===== src/hw/rtl/tac_pkg.sv =====
// ----------------------------------------------------------------------------
// tac_pkg: shared types and constants of the three-axis home-and-center block
// Holds the sequence phase codes, the drive codes and the bundles that
// travel between the sequencer, the sensor decoder and the axis counters.
// ----------------------------------------------------------------------------
package tac_pkg;

  localparam int NUM_AXES = 3;

  typedef enum logic [2:0] {
    PH_IDLE     = 3'd0,
    PH_SEEK     = 3'd1,
    PH_TRAVERSE = 3'd2,
    PH_RETURN   = 3'd3,
    PH_DONE     = 3'd4
  } phase_t;

  localparam logic [5:0] DRIVE_STOP     = 6'h00;
  localparam logic [5:0] DRIVE_LOW_ALL  = 6'h15;
  localparam logic [5:0] DRIVE_HIGH_ALL = 6'h2A;

  // Low-limit drive bit of each axis: X, Y, Z.
  localparam logic [5:0] AXIS_LOW_BIT [NUM_AXES] = '{6'h01, 6'h04, 6'h10};

  // Active-high view of the sensor bytes, one bit per axis (bit 0 X, 1 Y, 2 Z).
  typedef struct packed {
    logic [NUM_AXES-1:0] lows;
    logic [NUM_AXES-1:0] highs;
    logic [NUM_AXES-1:0] tags;
  } sensor_t;

  // Per-transfer control from the sequencer to every axis counter.
  typedef struct packed {
    logic step;          // an item moves into the result stage this cycle
    logic start;         // clear counts, targets and arrivals
    logic count_en;      // count tag changes (traverse or return)
    logic latch_target;  // traverse ends: target = updated count / 2, count cleared
    logic check;         // return: test the count against the target
  } axis_ctrl_t;

endpackage


===== src/hw/rtl/tac_sensor_decode.sv =====
// ----------------------------------------------------------------------------
// tac_sensor_decode: sensor byte decoder
// Inverts the active-low port bytes and gathers the limit and tag bits of
// the three axes into per-axis vectors.
// ----------------------------------------------------------------------------
module tac_sensor_decode
  import tac_pkg::*;
(
  input  logic [7:0] sensor_low,
  input  logic [7:0] sensor_high,
  output sensor_t    sensors
);

  logic [7:0] act_low;
  logic [7:0] act_high;

  assign act_low  = ~sensor_low;
  assign act_high = ~sensor_high;

  assign sensors.lows  = {act_high[0], act_low[3], act_low[0]};
  assign sensors.highs = {act_high[1], act_low[4], act_low[1]};
  assign sensors.tags  = {act_high[2], act_low[5], act_low[2]};

endmodule


===== src/hw/rtl/tac_axis_counter.sv =====
// ----------------------------------------------------------------------------
// tac_axis_counter: tag counter of one axis
// Saturating count of tag changes, the center target taken at the end of
// the traverse, and the arrival flag of the return pass.
// ----------------------------------------------------------------------------
module tac_axis_counter
  import tac_pkg::*;
#(
  parameter int COUNT_WIDTH = 16
) (
  input  logic                   clk,
  input  logic                   rst,
  input  axis_ctrl_t             ctrl,
  input  logic                   tag_changed,
  output logic [COUNT_WIDTH-1:0] count,
  output logic                   arrived_next
);

  localparam logic [COUNT_WIDTH-1:0] COUNT_MAX = '1;

  logic [COUNT_WIDTH-1:0] target;
  logic                   arrived;
  logic [COUNT_WIDTH-1:0] count_next;
  logic [COUNT_WIDTH-1:0] target_next;
  logic [COUNT_WIDTH-1:0] count_inc;

  assign count_inc = count + COUNT_WIDTH'(tag_changed && (count != COUNT_MAX));

  always_comb begin
    count_next   = count;
    target_next  = target;
    arrived_next = arrived;
    if (ctrl.start) begin
      count_next   = '0;
      target_next  = '0;
      arrived_next = 1'b0;
    end else if (ctrl.latch_target) begin
      // The arrival test runs at once against a cleared count.
      target_next  = count_inc >> 1;
      count_next   = '0;
      arrived_next = ((count_inc >> 1) == '0);
    end else if (ctrl.count_en) begin
      count_next = count_inc;
      if (ctrl.check && !arrived && (count_inc >= target)) begin
        arrived_next = 1'b1;
      end
    end
  end

  always_ff @(posedge clk) begin
    if (rst) begin
      count   <= '0;
      target  <= '0;
      arrived <= 1'b0;
    end else if (ctrl.step) begin
      count   <= count_next;
      target  <= target_next;
      arrived <= arrived_next;
    end
  end

endmodule


===== src/hw/rtl/three_axis_home_and_center.sv =====
// ----------------------------------------------------------------------------
// three_axis_home_and_center: homing and centering sequencer for three axes
// Seeks the low limits, counts tag changes on the way to the high limits,
// then drives back and stops each axis at half of its counted span.
// ----------------------------------------------------------------------------
// A user first wants to know this: the block takes one transfer per clock
// cycle on the sample channel while the result channel is not stalled, and
// each transfer yields exactly one result transfer, held first in the input
// register and then in the result stage, the block's two register stages; the
// per-sample work is a decode, three saturating counter updates, a compare
// against the center targets and the phase decision, all combinational.
// A command of 1 starts (or restarts) the sequence and ignores the sensor
// bytes; a command of 0 is a sensor sample. The result shows the drive code,
// the phase and the three tag counts after that item. The drive, phase and
// count registers are the block's state and also hold the result on the
// result port, so a stalled result never changes: the next item enters the
// result stage only when the result is taken or the stage is empty. While
// the result stage is stalled the input register still takes one sample.
// Counts saturate at 2^COUNT_WIDTH - 1; the count ports show their low 16
// bits, zero-extended when COUNT_WIDTH is below 16.
// ----------------------------------------------------------------------------
module three_axis_home_and_center
  import tac_pkg::*;
#(
  parameter int COUNT_WIDTH = 16
) (
  input  logic        clk,
  input  logic        rst,
  // Sample channel
  input  logic        sample_valid,
  output logic        sample_stall,
  input  logic        command,
  input  logic [7:0]  sensor_low,
  input  logic [7:0]  sensor_high,
  // Result channel
  output logic        result_valid,
  input  logic        result_stall,
  output logic [5:0]  drive,
  output logic [2:0]  phase,
  output logic [15:0] count_x,
  output logic [15:0] count_y,
  output logic [15:0] count_z
);

  localparam int SHOW_W = (COUNT_WIDTH < 16) ? COUNT_WIDTH : 16;

  // Input register stage.
  logic       in_full;
  logic       in_command;
  logic [7:0] in_sensor_low;
  logic [7:0] in_sensor_high;

  // Sequencer state; these registers also form the result.
  phase_t              phase_reg;
  logic [5:0]          drive_reg;
  logic [NUM_AXES-1:0] previous_tags;

  phase_t              phase_reg_next;
  logic [5:0]          drive_reg_next;
  logic [NUM_AXES-1:0] previous_tags_next;

  logic                result_free;
  logic                step;
  sensor_t             sensors;
  axis_ctrl_t          axis_ctrl;
  logic [NUM_AXES-1:0] tag_changed;
  logic [NUM_AXES-1:0] arrived_next;
  logic [5:0]          return_drive;
  logic [COUNT_WIDTH-1:0] counts [NUM_AXES];
  logic [15:0]         shown   [NUM_AXES];

  // The result stage can take an item when it is empty or its result is
  // being taken this cycle. The input register moves on at the same time.
  assign result_free  = !result_valid || !result_stall;
  assign step         = in_full && result_free;
  assign sample_stall = in_full && !result_free;

  always_ff @(posedge clk) begin
    if (rst) begin
      in_full <= 1'b0;
    end else if (!sample_stall) begin
      in_full <= sample_valid;
    end
  end

  always_ff @(posedge clk) begin
    if (sample_valid && !sample_stall) begin
      in_command     <= command;
      in_sensor_low  <= sensor_low;
      in_sensor_high <= sensor_high;
    end
  end

  tac_sensor_decode u_decode (
    .sensor_low  (in_sensor_low),
    .sensor_high (in_sensor_high),
    .sensors     (sensors)
  );

  assign tag_changed = sensors.tags ^ previous_tags;

  // Controls for the axis counters, decoded from the phase and the sample.
  always_comb begin
    axis_ctrl.step         = step;
    axis_ctrl.start        = in_command;
    axis_ctrl.count_en     = !in_command &&
                             ((phase_reg == PH_TRAVERSE) || (phase_reg == PH_RETURN));
    axis_ctrl.latch_target = !in_command && (phase_reg == PH_TRAVERSE) &&
                             (&sensors.highs);
    axis_ctrl.check        = !in_command && (phase_reg == PH_RETURN);
  end

  for (genvar a = 0; a < NUM_AXES; a++) begin : g_axis
    tac_axis_counter #(
      .COUNT_WIDTH (COUNT_WIDTH)
    ) u_axis (
      .clk          (clk),
      .rst          (rst),
      .ctrl         (axis_ctrl),
      .tag_changed  (tag_changed[a]),
      .count        (counts[a]),
      .arrived_next (arrived_next[a])
    );

    always_comb begin
      shown[a]             = '0;
      shown[a][SHOW_W-1:0] = counts[a][SHOW_W-1:0];
    end
  end

  // On the way back an axis keeps its low drive bit until it has arrived.
  always_comb begin
    return_drive = DRIVE_LOW_ALL;
    for (int a = 0; a < NUM_AXES; a++) begin
      if (arrived_next[a]) begin
        return_drive = return_drive & ~AXIS_LOW_BIT[a];
      end
    end
  end

  always_comb begin
    phase_reg_next     = phase_reg;
    drive_reg_next     = drive_reg;
    previous_tags_next = previous_tags;
    if (in_command) begin
      phase_reg_next = PH_SEEK;
      drive_reg_next = DRIVE_LOW_ALL;
    end else begin
      case (phase_reg)
        PH_SEEK: begin
          previous_tags_next = sensors.tags;
          if (&sensors.lows) begin
            phase_reg_next = PH_TRAVERSE;
            drive_reg_next = DRIVE_HIGH_ALL;
          end
        end
        PH_TRAVERSE: begin
          previous_tags_next = sensors.tags;
          if (&sensors.highs) begin
            // Entering the return pass; an axis with a zero target has
            // already arrived, and if all have, the sequence is over.
            if (&arrived_next) begin
              phase_reg_next = PH_DONE;
              drive_reg_next = DRIVE_STOP;
            end else begin
              phase_reg_next = PH_RETURN;
              drive_reg_next = return_drive;
            end
          end
        end
        PH_RETURN: begin
          previous_tags_next = sensors.tags;
          if (&arrived_next) begin
            phase_reg_next = PH_DONE;
            drive_reg_next = DRIVE_STOP;
          end else begin
            drive_reg_next = return_drive;
          end
        end
        default: begin
          // Idle and done: samples leave the state as it is.
        end
      endcase
    end
  end

  always_ff @(posedge clk) begin
    if (rst) begin
      phase_reg     <= PH_IDLE;
      drive_reg     <= DRIVE_STOP;
      previous_tags <= '0;
      result_valid  <= 1'b0;
    end else begin
      if (step) begin
        phase_reg     <= phase_reg_next;
        drive_reg     <= drive_reg_next;
        previous_tags <= previous_tags_next;
      end
      if (result_free) begin
        result_valid <= in_full;
      end
    end
  end

  assign drive   = drive_reg;
  assign phase   = phase_reg;
  assign count_x = shown[0];
  assign count_y = shown[1];
  assign count_z = shown[2];

endmodule

===== config.mk =====
export PLATFORM = sky130hd
export DESIGN_NAME = three_axis_home_and_center
export DESIGN_NICKNAME = d
export VERILOG_FILES = /design/src/hw/rtl/tac_pkg.sv /design/src/hw/rtl/tac_sensor_decode.sv /design/src/hw/rtl/tac_axis_counter.sv /design/src/hw/rtl/three_axis_home_and_center.sv
export SDC_FILE = /design/constraint.sdc
export NUM_CORES = 1
export LEC_CHECK = 0
export BUFFER_PORTS_ARGS = -buffer_cell sky130_fd_sc_hd__buf_2
export CAP_MARGIN = 20
export CORE_MARGIN = 3
export CORE_UTILIZATION = 60
export CTS_BUF_LIST = sky130_fd_sc_hd__clkbuf_16
export DETAILED_ROUTE_END_ITERATION = 6
export PLACE_DENSITY = 0.77
export SYNTH_ARGS = -nofsm -noshare
export SYNTH_HDL_FRONTEND = slang
export SYNTH_HIERARCHICAL = 1
export SYNTH_SLANG_ARGS = --single-unit

===== constraint.sdc =====
create_clock -name clk -period 5.1 [get_ports clk]
set_clock_uncertainty 0.2 [all_clocks]
set_input_delay 0.765 -clock clk [delete_from_list [all_inputs] [get_ports clk]]
set_output_delay 0.765 -clock clk [all_outputs]
set_load 0.02 [all_outputs]

Word-level counts from Yosys, hierarchy flattened
Cells that the tools add are included.
{"block": "word_totals", "output_inout_bits": 59, "inputBits": 21, "elab_cells": 118, "reg_bits": 123}
{"block": "op_classes", "eq_ne": 9, "n_addsub": 3, "n_bitwise": 4, "magnitude_cmp": 3, "n_mux": 41, "reduce_logical": 41}
{"cell": "16-bit two-way mux", "count": 15}
{"cell": "16-bit by 1-bit adder with 16-bit output", "count": 3}
{"cell": "16-bit greater-or-equal comparator", "count": 3}
{"cell": "16-bit logical NOT", "count": 3}
{"cell": "16-bit != test (second input constant)", "count": 3}
{"cell": "6-bit two-way mux", "count": 4}
{"cell": "3-bit two-way mux", "count": 6}
{"cell": "6-bit one-hot mux with 3 select lines", "count": 1}
{"cell": "1-bit logical AND", "count": 16}
{"cell": "1-bit two-way mux", "count": 13}
{"cell": "3-bit AND reduction", "count": 4}
{"cell": "3-bit one-hot mux with 3 select lines", "count": 1}
{"cell": "1-bit logical NOT", "count": 8}
{"cell": "3-bit by 2-bit == test with 1-bit output (second input constant)", "count": 2}
{"cell": "3-bit by 2-bit != test with 1-bit output (second input constant)", "count": 2}
{"cell": "6-bit NOT", "count": 1}
{"cell": "5-bit two-way mux", "count": 1}
{"cell": "5-bit AND reduction", "count": 1}
{"cell": "2-bit AND reduction", "count": 2}
{"cell": "4-bit AND reduction", "count": 1}
{"cell": "4-bit nonzero test", "count": 1}
{"cell": "3-bit by 1-bit == test with 1-bit output (second input constant)", "count": 1}
{"cell": "3-bit != test (second input constant)", "count": 1}
{"cell": "3-bit NOT", "count": 1}
{"cell": "6 further kinds", "count": 7}

Depth between registers and ports, before layout
{"block": "depth", "word_depth": 17, "ltp_mapped": 21, "ltp_nobuf": 20}

By module
Netlist, hierarchy kept.
{"mod": "tac_axis_counter", "area_per_inst_um2": 2130.8, "n_inst": 3, "seq_area_each_um2": 640.6, "cells_each": 261}
{"mod": "three_axis_home_and_center", "area_per_inst_um2": 1181.1, "n_inst": 1, "seq_area_each_um2": 750.7, "cells_each": 93}
{"mod": "tac_sensor_decode", "area_per_inst_um2": 33.8, "n_inst": 1, "seq_area_each_um2": 0.0, "cells_each": 9}

Least setup slack after synthesis
No wires, ideal clock.
{"block": "synth_path", "path_kind": "register to register", "startpoint": "register g_axis[0].u_axis.count[4]", "endpoint": "register phase_reg[2], in the netlist phase[2]", "path_stages_with_launch": 22, "path_buffers": 1, "arrival_time_ns": 3.694, "required_ns": 4.772, "setup_time_ns": 0.128, "period_less_slack_ns": 4.022, "slack_ns": 1.078, "cell_sequence": "dfxtp_1 -> buf_4 -> nand4_4 -> nor2_1 -> a21boi_0 -> ha_1 -> ha_1 -> nand2_1 -> nor2_4 -> nand3_1 -> xnor2_1 -> ha_1 -> a21oi_1 -> nand2_1 -> a311oi_1 -> o21ai_0 -> a311oi_1 -> a21oi_1 -> nand3_1 -> nor3_1 -> a32oi_1 -> nor2_1"}
{"block": "synth_via", "elab_chain_cells": 14, "elab_cells_between_ends": 17, "cone_classes": "add/sub: 1; order compare: 1; eq/ne: 2; mux: 8; reduce/logical: 5"}
{"element": "from (decl)", "line_no": "tac_axis_counter.sv:15", "text": "output logic [COUNT_WIDTH-1:0] count,"}
{"element": "from (signal assigned)", "line_no": "tac_axis_counter.sv:56", "text": "count <= count_next;"}
{"element": "16-bit != test", "line_no": "tac_axis_counter.sv:27", "text": "assign count_inc = count + COUNT_WIDTH'(tag_changed && (count != COUNT_MAX));"}
{"element": "1-bit logical AND", "line_no": "tac_axis_counter.sv:27"}
{"element": "16-bit by 1-bit adder with 16-bit output (*)", "line_no": "tac_axis_counter.sv:27"}
{"element": "16-bit greater-or-equal comparator", "line_no": "tac_axis_counter.sv:44", "text": "if (ctrl.check && !arrived && (count_inc >= target)) begin"}
{"element": "1-bit logical AND", "line_no": "tac_axis_counter.sv:44"}
{"element": "1-bit two-way mux", "line_no": "tac_axis_counter.sv:44"}
{"element": "1-bit two-way mux", "line_no": "tac_axis_counter.sv:42", "text": "end else if (ctrl.count_en) begin"}
{"element": "1-bit two-way mux (*)", "line_no": "tac_axis_counter.sv:37", "text": "end else if (ctrl.latch_target) begin"}
{"element": "1-bit two-way mux (*)", "line_no": "tac_axis_counter.sv:33", "text": "if (ctrl.start) begin"}
{"element": "via arrived_next[0]", "line_no": "three_axis_home_and_center.sv:67", "text": "logic [NUM_AXES-1:0] arrived_next;"}
{"element": "3-bit AND reduction (*)", "line_no": "three_axis_home_and_center.sv:162, three_axis_home_and_center.sv:173"}
{"element": "3-bit two-way mux", "line_no": "three_axis_home_and_center.sv:162", "text": "if (&arrived_next) begin"}
{"element": "3-bit two-way mux", "line_no": "three_axis_home_and_center.sv:159", "text": "if (&sensors.highs) begin"}
{"element": "3-bit one-hot mux with 3 select lines", "line_no": "three_axis_home_and_center.sv:149", "text": "case (phase_reg)"}
{"element": "3-bit two-way mux", "line_no": "three_axis_home_and_center.sv:145", "text": "if (in_command) begin"}
{"element": "to (signal assigned)", "line_no": "three_axis_home_and_center.sv:195", "text": "phase_reg <= phase_reg_next;"}
{"element": "to (decl)", "line_no": "three_axis_home_and_center.sv:54", "text": "phase_t phase_reg;"}
Mark *: on every way through the listed nets, which the timed path passes. The rest lies on a longest branch. The select of a mux whose other input is x is not followed.
A chain may end at the register's enable or synchronous reset.

==> metrics.csv <==
metric;value;unit
register with the most flip-flops;g_axis.u_axis/count;
Inserted Clock Buffers;17;
count of input and output buffers;72;
element type at the critical path end;flip-flop;
critical path class;flip-flop to flip-flop;
cell count after synthesis;878;
vias per inst;6.25;
post-route clock period utilization;92.6;%
part of the total power dissipated in sequential elements;42.3;%
combinational cell fraction of total power;4.2;%
detailed-router iteration count before antenna repair;7;
largest registers;g_axis.u_axis/count (48), g_axis.u_axis/target (45), in_sensor_low (6);
effective utilization at floorplan;63.2;%
endpoint arrival time on the critical path;4.80;ns
share of total power in the clock network;53.5;%
antenna violations before repair;0;
Max-Cap Viols;0;
layout cells sized above 1;16.2;%
Mapped Area;7400;sq um
switching portion of total power;24.2;%
largest fanout on the critical path;7;
ports placed on the boundary;80;
buffer cell driving the clock tree root;sky130_fd_sc_hd__clkbuf_16;
clk_lat worst skew;0.42;ns
routed wire length per instance;17.1;microns
data required time of the worst path;5.18;ns
total die area;13700;sq um
count of filler cells inserted in the layout;936;
final weighted congestion in routability-driven placement;0.869;
Total Negative Setup Slacks;0;ns
total power;2.24;mW
DPL Wire Length;12.5;mm
total routed wirelength;18.5;mm
DRC violations left;0;
CTS clock-pin slew for the worst setup and hold paths;0.06;ns
Syn Nets;950;
Final Hold Violating Endpoints;0;
clock tree from TritonCTS;yes;
crit path time final;4.72;ns
crit path launch type;flip-flop;
gr ovfl total;0;
Floorplan Core Area;11700;sq um
Slew @ Worst Pin;0.936;ns
number of hold-repair buffers added at the cts stage;0;
Pint;1.70;mW
remaining number of nets flagged by the antenna check after routing;0;
GRT Util Overall;27.7;%
number of global-route vias before repair;6258;
H-tree lvl count;4;
total number of yosys warnings;6;
vias post-DR;6780;
average footprint of a synthesized cell;8.42;sq um
Placed Instance Area;7690;sq um
static leakage power;3.44;nW
Tightest Hold Check Type;flip-flop to flip-flop;
Max Clk Rate;0.212;GHz
wire length of the first global-routing pass;30.4;mm
Layout Area Growth over Synthesis;12.5;%
Sequential cell area;2460;sq um
Iter 0 DRT Violations;659;
total non-filler cell area in the finished layout;8320;sq um
final layout net count;1000;
unrepaired setup endpoints after global routing;false;
number of max-slew violations in the final report;0;
largest net degree at the start of global routing;63;
areal power density over the cells;269;nW/um^2
worst vdd rail ir drop;0.000323;V
number of clock sinks;118;
flip-flop count of the largest register after layout;48;
die boundary height;117;microns
P_sw;0.543;mW
area of the multi-input gates;4350;sq um
Die W;117;microns
Antenna Cells;0;
final-report setup violation count;0;
result of the run;complete, no violations;
Longest Clk Path Bufs;2;
remaining max-slew budget at the tightest pin;37.4;%
number of placement rows;39;
## worst max-delay path: stages (launching register included)
cell and delay [ns]:
sky130_fd_sc_hd__edfxtp_1 0.35, sky130_fd_sc_hd__inv_1 0.09, sky130_fd_sc_hd__xor2_1 0.31, sky130_fd_sc_hd__a21boi_0 0.22, sky130_fd_sc_hd__ha_1 0.25, sky130_fd_sc_hd__ha_2 0.31
sky130_fd_sc_hd__nand2_1 0.19, sky130_fd_sc_hd__nor2_4 0.20, sky130_fd_sc_hd__nand3_1 0.11, sky130_fd_sc_hd__xnor2_1 0.29, sky130_fd_sc_hd__ha_1 0.32, sky130_fd_sc_hd__a21oi_1 0.15
sky130_fd_sc_hd__nand2_1 0.07, sky130_fd_sc_hd__a311oi_1 0.25, sky130_fd_sc_hd__o21ai_0 0.13, sky130_fd_sc_hd__a311oi_1 0.41, sky130_fd_sc_hd__a21oi_1 0.18, sky130_fd_sc_hd__nand3_1 0.20
sky130_fd_sc_hd__nor3_1 0.07, sky130_fd_sc_hd__a32oi_1 0.22, sky130_fd_sc_hd__nor2_1 0.06
## area by class of cell
type	count	area share (%)
inverter	72	3.25
tap	143	2.15
clock inverter	15	2.03
multi-input combinational	633	52.2
clock buffer	17	5.11
sequential	118	29.6
timing repair buffer	86	5.62
## routing by layer
| layer | GRT usage [%] | wire, microns | up-vias |
|---|---|---|---|
| met2 | 45.7 | 8970 | 267 |
| li1 | - | - | 3245 |
| met5 | 0 | 0 | - |
| met1 | 35.7 | 8030 | 3230 |
| met4 | 8.79 | 358 | 0 |
| met3 | 7.10 | 1160 | 38 |
## final timing paths
kind / cells after the start / slack [ns] / start / endpoint
max: 20 / 0.38 / in_sensor_low[2] / phase[2]
min: 2 / 0.28 / drive[4] / drive[4]
max reg2reg: 20 / 0.38 / in_sensor_low[2] / phase[2]
min reg2reg: 2 / 0.28 / drive[4] / drive[4]
## power by group through the flow
stage | logic (mW) | registers, mW | clock network [mW]
6_report | 0.0932 | 0.948 | 1.20
5_1_grt | 0.103 | 0.949 | 1.27
4_1_cts | 0.0910 | 0.948 | 1.22
3_5_place_dp | 0.0901 | 0.968 | 0
3_3_place_gp | 0.0878 | 0.968 | 0
2_1_floorplan | 0.0555 | 0.973 | 0
## through the flow
| step | setup slack [ns] | cells | hold WS (ns) | util [%] |
|---|---|---|---|---|
| detailed placement | 0.395 | 1048 | 0.269 | 65.7 |
| CTS | 0.353 | 1080 | 0.279 | 70.7 |
| global placement | 0.558 | 1048 | 0.254 | 65.7 |
| global route | 0.0740 | 1084 | 0.294 | 71.1 |
| floorplan | 1.08 | 878 | 0.242 | - |
| finish | 0.379 | 1084 | 0.277 | 71.1 |
## layout by cell type, fill, tap and decap left out, drive strengths merged, types with 24 or more instances in the layout
cell and count:
a21oi 50, a22oi 72, buf 86, dfxtp 108
ha 51, inv 78, nand2 38, nand3 34
nand4 25, nor2 136, o21ai 35, xnor2 24
xor2 30
## repair_timing
| action | 4_1_cts | 5_1_grt |
|---|---|---|
| gates resized for setup | 0 | 4 |
| endpoints found under the hold margin | 0 | 0 |
| setup endpoints to repair | 0 | 3 |
| setup buffers | 0 | 1 |
Power figures use the tool's default switching activity.
